$ cat config.mk
export PLATFORM = sky130hd
export DESIGN_NAME = bfd_delay_unit
export DESIGN_NICKNAME = d
export VERILOG_FILES = /design/src/sv/bfd_pkg.sv /design/src/sv/bfd_delay_unit.sv
export SDC_FILE = /design/constraint.sdc
export NUM_CORES = 1
export LEC_CHECK = 0
export BUFFER_PORTS_ARGS = -buffer_cell sky130_fd_sc_hd__buf_2
export CELL_PAD_IN_SITES_DETAIL_PLACEMENT = 0
export CELL_PAD_IN_SITES_GLOBAL_PLACEMENT = 1
export CORE_MARGIN = 5
export CORE_UTILIZATION = 30
export CTS_CLUSTER_SIZE = 28
export DETAILED_ROUTE_END_ITERATION = 8
export PLACE_DENSITY_LB_ADDON = 0.2
export SLEW_MARGIN = 10
export SYNTH_ARGS = -nofsm -noshare
export SYNTH_HDL_FRONTEND = slang
export SYNTH_SLANG_ARGS = --single-unit
$ cat constraint.sdc
create_clock -name clk_i -period 7.8 [get_ports clk_i]
set_input_delay 0.78 -clock clk_i [delete_from_list [all_inputs] [get_ports clk_i]]
set_output_delay 0.78 -clock clk_i [all_outputs]
set_load 0.02 [all_outputs]
$ cat src/sv/bfd_pkg.sv
// ----------------------------------------------------------------------------
// bfd_pkg
// Shared types, constants and codes for the blockwise frame delay.
// ----------------------------------------------------------------------------
`timescale 1ns / 1ps

package bfd_pkg;

  // Default sizing, handed to the top level parameters
  localparam int unsigned QUEUE_DEPTH_DEF = 71;
  localparam int unsigned MAX_WIDTH_DEF   = 64;
  localparam int unsigned MAX_HEIGHT_DEF  = 64;
  localparam int unsigned PIXEL_BITS_DEF  = 32;

  // Fixed field widths
  localparam int unsigned DATA_W     = 32;  // pixel ports
  localparam int unsigned DIM_W      = 7;   // frame width / height, raster position
  localparam int unsigned BS_W       = 5;   // block size
  localparam int unsigned MODE_W     = 2;
  localparam int unsigned DELAY_W    = 7;   // slot offset, holds up to 127
  localparam int unsigned APB_ADDR_W = 4;
  localparam int unsigned APB_DATA_W = 32;
  localparam int unsigned ROOT_W     = 16;  // square root working width

  typedef enum logic [MODE_W-1:0] {
    MODE_VSTRIPE = 2'd0,
    MODE_HSTRIPE = 2'd1,
    MODE_RINGS   = 2'd2,
    MODE_NONE    = 2'd3
  } delay_mode_e;

  typedef enum logic [1:0] {
    REG_MODE   = 2'd0,
    REG_BLOCK  = 2'd1,
    REG_WIDTH  = 2'd2,
    REG_HEIGHT = 2'd3
  } reg_idx_e;

  // Register reset values
  localparam delay_mode_e      RST_MODE   = MODE_RINGS;
  localparam logic [BS_W-1:0]  RST_BLOCK  = 5'd2;
  localparam logic [DIM_W-1:0] RST_WIDTH  = 7'd64;
  localparam logic [DIM_W-1:0] RST_HEIGHT = 7'd64;

  typedef enum logic [1:0] {
    ST_IDLE,
    ST_CALC,
    ST_ACCESS,
    ST_REPLY
  } top_state_e;

  typedef enum logic [2:0] {
    DL_IDLE,
    DL_DIV,
    DL_GRID,
    DL_SQUARE,
    DL_ROOT,
    DL_FINISH
  } dly_state_e;

  // Job handed to the delay unit for one pixel
  typedef struct packed {
    logic [DIM_W-1:0] col;
    logic [DIM_W-1:0] row;
    logic [BS_W-1:0]  bs;
    logic [DIM_W-1:0] fw;
    logic [DIM_W-1:0] fh;
    delay_mode_e      mode;
  } dly_job_t;

  // Outcome of the delay calculation
  typedef struct packed {
    logic               in_grid;
    logic [DELAY_W-1:0] delay;
  } dly_res_t;

  function automatic logic [DIM_W-1:0] absdiff(logic [DIM_W-1:0] a, logic [DIM_W-1:0] b);
    return (a > b) ? (a - b) : (b - a);
  endfunction

endpackage

$ cat src/sv/bfd_delay_unit.sv
// ----------------------------------------------------------------------------
// bfd_delay_unit
// Works out the per-block delay of one pixel: four bit-serial dividers for the
// block coordinates and grid size, then an optional iterative square root.
// ----------------------------------------------------------------------------
`timescale 1ns / 1ps

module bfd_delay_unit #(
  parameter int unsigned QUEUE_DEPTH = bfd_pkg::QUEUE_DEPTH_DEF
) (
  input  logic              clk_i,
  input  logic              rst_ni,
  input  logic              start_i,
  input  bfd_pkg::dly_job_t job_i,
  output logic              done_o,
  output bfd_pkg::dly_res_t res_o
);

  import bfd_pkg::*;

  localparam int unsigned LANES    = 4;
  localparam int unsigned LANE_COL = 0;
  localparam int unsigned LANE_ROW = 1;
  localparam int unsigned LANE_GW  = 2;
  localparam int unsigned LANE_GH  = 3;
  localparam int unsigned STEP_W   = $clog2(DIM_W);
  localparam int unsigned V_W      = DIM_W + 1;

  dly_state_e        state_q, state_d;
  logic [STEP_W-1:0] step_q, step_d;
  logic [DIM_W-1:0]  dvd_q [LANES];
  logic [DIM_W-1:0]  dvd_d [LANES];
  logic [BS_W-1:0]   rem_q [LANES];
  logic [BS_W-1:0]   rem_d [LANES];
  logic [BS_W-1:0]   bs_q;
  delay_mode_e       mode_q;
  logic [DIM_W-1:0]  dx_q, dx_d, dy_q, dy_d;
  logic              grid_q, grid_d;
  logic [ROOT_W-1:0] n_q, n_d, root_q, root_d, bit_q, bit_d;
  logic [V_W-1:0]    v;
  logic [DELAY_W-1:0] half;

  // Sequencer and datapath next values
  always_comb begin
    logic [BS_W:0]     shifted;
    logic [ROOT_W-1:0] trial;
    state_d = state_q;
    step_d  = step_q;
    dx_d    = dx_q;
    dy_d    = dy_q;
    grid_d  = grid_q;
    n_d     = n_q;
    root_d  = root_q;
    bit_d   = bit_q;
    shifted = '0;
    trial   = '0;
    for (int i = 0; i < LANES; i++) begin
      dvd_d[i] = dvd_q[i];
      rem_d[i] = rem_q[i];
    end

    unique case (state_q)
      DL_IDLE: begin
        if (start_i) begin
          dvd_d[LANE_COL] = job_i.col;
          dvd_d[LANE_ROW] = job_i.row;
          dvd_d[LANE_GW]  = job_i.fw;
          dvd_d[LANE_GH]  = job_i.fh;
          for (int i = 0; i < LANES; i++) begin
            rem_d[i] = '0;
          end
          step_d  = '0;
          state_d = DL_DIV;
        end
      end
      DL_DIV: begin
        // one restoring step per lane; quotient bits shift into the dividend
        for (int i = 0; i < LANES; i++) begin
          shifted = {rem_q[i], dvd_q[i][DIM_W-1]};
          if (shifted >= {1'b0, bs_q}) begin
            rem_d[i] = BS_W'(shifted - {1'b0, bs_q});
            dvd_d[i] = {dvd_q[i][DIM_W-2:0], 1'b1};
          end else begin
            rem_d[i] = BS_W'(shifted);
            dvd_d[i] = {dvd_q[i][DIM_W-2:0], 1'b0};
          end
        end
        step_d = step_q + 1'b1;
        if (step_q == STEP_W'(DIM_W - 1)) begin
          state_d = DL_GRID;
        end
      end
      DL_GRID: begin
        dx_d    = absdiff(dvd_q[LANE_COL], dvd_q[LANE_GW] >> 1);
        dy_d    = absdiff(dvd_q[LANE_ROW], dvd_q[LANE_GH] >> 1);
        grid_d  = (dvd_q[LANE_COL] < dvd_q[LANE_GW]) && (dvd_q[LANE_ROW] < dvd_q[LANE_GH]);
        state_d = (mode_q == MODE_RINGS) ? DL_SQUARE : DL_FINISH;
      end
      DL_SQUARE: begin
        n_d     = ROOT_W'(dx_q) * ROOT_W'(dx_q) + ROOT_W'(dy_q) * ROOT_W'(dy_q);
        root_d  = '0;
        bit_d   = ROOT_W'(1) << (ROOT_W - 2);
        state_d = DL_ROOT;
      end
      DL_ROOT: begin
        // two radicand bits per step
        trial = root_q + bit_q;
        if (n_q >= trial) begin
          n_d    = n_q - trial;
          root_d = (root_q >> 1) + bit_q;
        end else begin
          root_d = root_q >> 1;
        end
        bit_d = bit_q >> 2;
        if (bit_q[0]) begin
          state_d = DL_FINISH;
        end
      end
      DL_FINISH: begin
        state_d = DL_IDLE;
      end
      default: begin
        state_d = DL_IDLE;
      end
    endcase
  end

  always_ff @(posedge clk_i or negedge rst_ni) begin
    if (!rst_ni) begin
      state_q <= DL_IDLE;
      step_q  <= '0;
    end else begin
      state_q <= state_d;
      step_q  <= step_d;
    end
  end

  always_ff @(posedge clk_i) begin
    for (int i = 0; i < LANES; i++) begin
      dvd_q[i] <= dvd_d[i];
      rem_q[i] <= rem_d[i];
    end
    if (state_q == DL_IDLE && start_i) begin
      bs_q   <= job_i.bs;
      mode_q <= job_i.mode;
    end
    dx_q   <= dx_d;
    dy_q   <= dy_d;
    grid_q <= grid_d;
    n_q    <= n_d;
    root_q <= root_d;
    bit_q  <= bit_d;
  end

  // Raw delay by mode, then halve and clamp to the ring
  always_comb begin
    unique case (mode_q)
      MODE_VSTRIPE: v = {1'b0, dx_q};
      MODE_HSTRIPE: v = {1'b0, dy_q};
      MODE_RINGS:   v = V_W'(root_q);
      MODE_NONE:    v = '0;
      default:      v = '0;
    endcase
  end

  assign half          = DELAY_W'(v >> 1);
  assign res_o.in_grid = grid_q;
  assign res_o.delay   = (32'(half) > QUEUE_DEPTH - 1) ? DELAY_W'(QUEUE_DEPTH - 1) : half;
  assign done_o        = (state_q == DL_FINISH);

  a_start_when_idle: assert property (@(posedge clk_i) disable iff (!rst_ni)
    start_i |-> state_q == DL_IDLE)
    else $error("delay unit started while busy");

  a_div_length: assert property (@(posedge clk_i) disable iff (!rst_ni)
    state_q == DL_DIV && step_q == STEP_W'(DIM_W - 1) |=> state_q == DL_GRID)
    else $error("divider did not finish after its last step");

  a_delay_in_ring: assert property (@(posedge clk_i) disable iff (!rst_ni)
    done_o |-> 32'(res_o.delay) <= QUEUE_DEPTH - 1)
    else $error("delay beyond ring depth");

endmodule

==> results.md <==
- Tmin final: 5.814 ns
- Synth area leaders: edfxtp_1, ha_1, fa_1, inv_1, o21ai_0
- Yosys top cell area share: 30.19%
- Endpoints failing hold: 0
- Max Clock Freq: 172.0 MHz
- Slew HR: 28.42%
- PnR worst setup slack: 1.986 ns
- TritonCTS clock tree: yes
- DRT iter0 DRCs: 302
- Detail Route Antenna Nets: 0
- Syn Area/Cell: 9.674 um^2
- Final setup viols: 0
- Syn nets: 1370
- Slowest stage delay, CP: 0.57 ns
- Register area: 3453 um^2
- Gpl congestion: 0.8041
- Maximum VDD drop: 197.0 uV
- Antenna cells: 0
- PwrDens: 460.5 nW/um^2
- H-Tree Depth: 4
- Largest area contributor in the netlist: edfxtp_1
- Crit path DAT: 5.98 ns
- Grt total ovfl: 0
- CTS buffer count: 17
- Post-placement worst setup slack: 1.958 ns
- Post-Synthesis Cells: 1131
- Post-cts hold buffer count: 0
- Seq/Total Area, Yosys: 31.56%
- Crit-path most repeated cell: inv_1
- CP top delay family: adder cells
- Crit path cell chain: nand2_1, xor2_1, ha_1, inv_1, fa_1, inv_1, fa_1, inv_1, fa_1, inv_1, fa_1, inv_1, fa_1, inv_1, ha_1, or3_1, o22a_1, a41oi_1, nor2b_1, xor2_1, a21oi_1
- Vias: 7881
- Design area: 12310 um^2
- Critical path depth in cells: 21
- Actual slew at the worst max-slew pin: 1.071 ns
- Status: completed
- Post-synthesis instance area: 10940 um^2
- Tot GR Track Use: 13.56%
- Ys async rst share: 5.172%
- Area of the multi-input gates: 6898 um^2
- Row count: 70
- IO Port Bufs: 46
- Worst hold path type: input pin to async pin
- Count leader, synth: ha_1
- Post-route setup TNS: 0 ns
- Req. time, crit path: 7.97 ns
- # Post-CTS Setup Buffers: 0
- Ports: 47
- Hold WS: 0.1574 ns
- Largest net degree at the start of global routing: 73
- Final Cycle Share: 74.54%
- FILL cells: 3793
- EDFF count, synth: 110
- RSZ-0062 raised after global routing: no
- First drt pass iteration count: 5
- Max clock buf depth: 2
- Most common flop cell mapped by yosys: edfxtp_1
- Vias in the first global route: 8118
- Reg2Reg Depth: 21
- DIE AREA: 40390 um^2
- CTS Root Cell: clkbuf_16
- Per-cell routed wire length: 15.92 um
- Slew Limit Fails: 0
- Initial antenna violation count: 0
- CP Buf/Inv Count: 6
- CTS clk-pin slew, worst paths: 0.06 ns
- Die H: 201.0 um
- CP max stage cell: edfxtp_1
- Nets: 1412
- Placed Area: 11700 um^2
- Crit path kind: register to register
- Clock latency on the worst-skew pair: 0.44 ns
- Die Wd: 201.0 um
- Max-cap violations: 0
- Setup crit start kind: register
- Synth cell types: 57
- Initial Util: 30.10%
- Share of layout cells above drive strength 1: 8.938%
- Critical path capture point type: register
- Area grow syn2layout: 12.49%
- # DRC: 0
- Sink Count: 116
- Leakage Power: 5.477 nW
- Synthesized flop and latch total: 116
- Post-Route WL: 26330 um
- Vias per Instance: 4.765
- Worst Path Max Fanout: 12
- Worst Skew: 0.007265 ns
- Core Region: 36350 um^2
- Commonest cells in the netlist: ha_1, inv_1, edfxtp_1, nand2_1, o21ai_0
- Post-cts resize count: 0
- HPWL Detailed: 20690 um
- Synth Warn #: 0
- First-pass GRT wire length: 43750 um
## layout by cell type (no fill, tap or decap), types with 10 or more instances in the layout
cell type / count
ha_1: 142
inv_1: 126
edfxtp_1: 110
nand2_1: 100
o21ai_0: 76
nor2_1: 75
a21oi_1: 63
fa_1: 59
buf_2: 46
nor2b_1: 40
xor2_1: 37
xnor2_1: 32
mux2i_1: 25
and2_1: 24
a21o_1: 21
a211oi_1: 20
clkbuf_16: 17
nor3_1: 16
a31oi_1: 12
nand2b_1: 12
nand3_1: 11
and3_1: 10
## routing by layer
layer / vias up / GRT usage [%] / routed length, um
li1: 4015 / - / -
met5: - / 0 / 0
met1: 3726 / 18.05 / 12730
met3: 31 / 2.213 / 586
met2: 109 / 22.52 / 12470
met4: 0 / 4.523 / 544
## sequential cells by signal, indices dropped and copies added (netlist names)
name     flops
dvd_q       28
rem_q       20
n_q         16
root_q      16
bit_q        8
dx_q         7
dy_q         7
bs_q         5
state_q      3
step_q       3
mode_q       2
grid_q       1
## layout make-up
class                      count  share of cell area [%]
inverter                     128                   3.904
multi-input combinational    857                   56.04
timing repair buffer          53                   2.297
clock inverter                15                   1.484
sequential                   116                   28.06
clock buffer                  17                   3.456
tap                          468                   4.758
## cell families (layout without fill, tap and decap cells)
family	after synthesis	count (layout)	share of synthesized area [%]
XOR/XNOR	69	69	5.523
multiplexers	25	25	2.287
AND/OR/NAND/NOR	315	315	13.87
AO/OA/AOI/OAI	247	247	14.23
adder cells (fa/ha/maj)	201	201	27.03
buffers and inverters	158	213	5.500
flip-flops	116	116	31.56
## power by group
group | switching [mW] | total [mW] | leakage [nW] | internal [mW]
combinational | 2.02 | 3.53 | 4.06 | 1.51
sequential | 0.176 | 1.31 | 1.14 | 1.13
clock | 0.327 | 0.830 | 0.279 | 0.504
## stage by stage
stage                     std cells  power, mW  utilization (%)
after detailed placement       1622      4.907            32.19
after CTS                      1654      5.782            33.86
after floorplan                1131      4.041                -
final                          1654      5.668            33.86
after global routing           1654      6.320            33.86
after global placement         1622      4.920            32.19
## path summary, 6_finish.rpt
check / startpoint / to / slack (ns)
setup / recovery: dy_q[5] / n_q[12] / 1.99
hold / removal: rst_ni / state_q[0] / 0.16
setup reg to reg: dy_q[5] / n_q[12] / 1.99
hold reg to reg: step_q[0] / step_q[0] / 0.52
max in group asynchronous: rst_ni / step_q[0] / 7.50
min in group clk_i: job_i[20] / bs_q[4] / 0.52
Power figures use the tool's default switching activity.
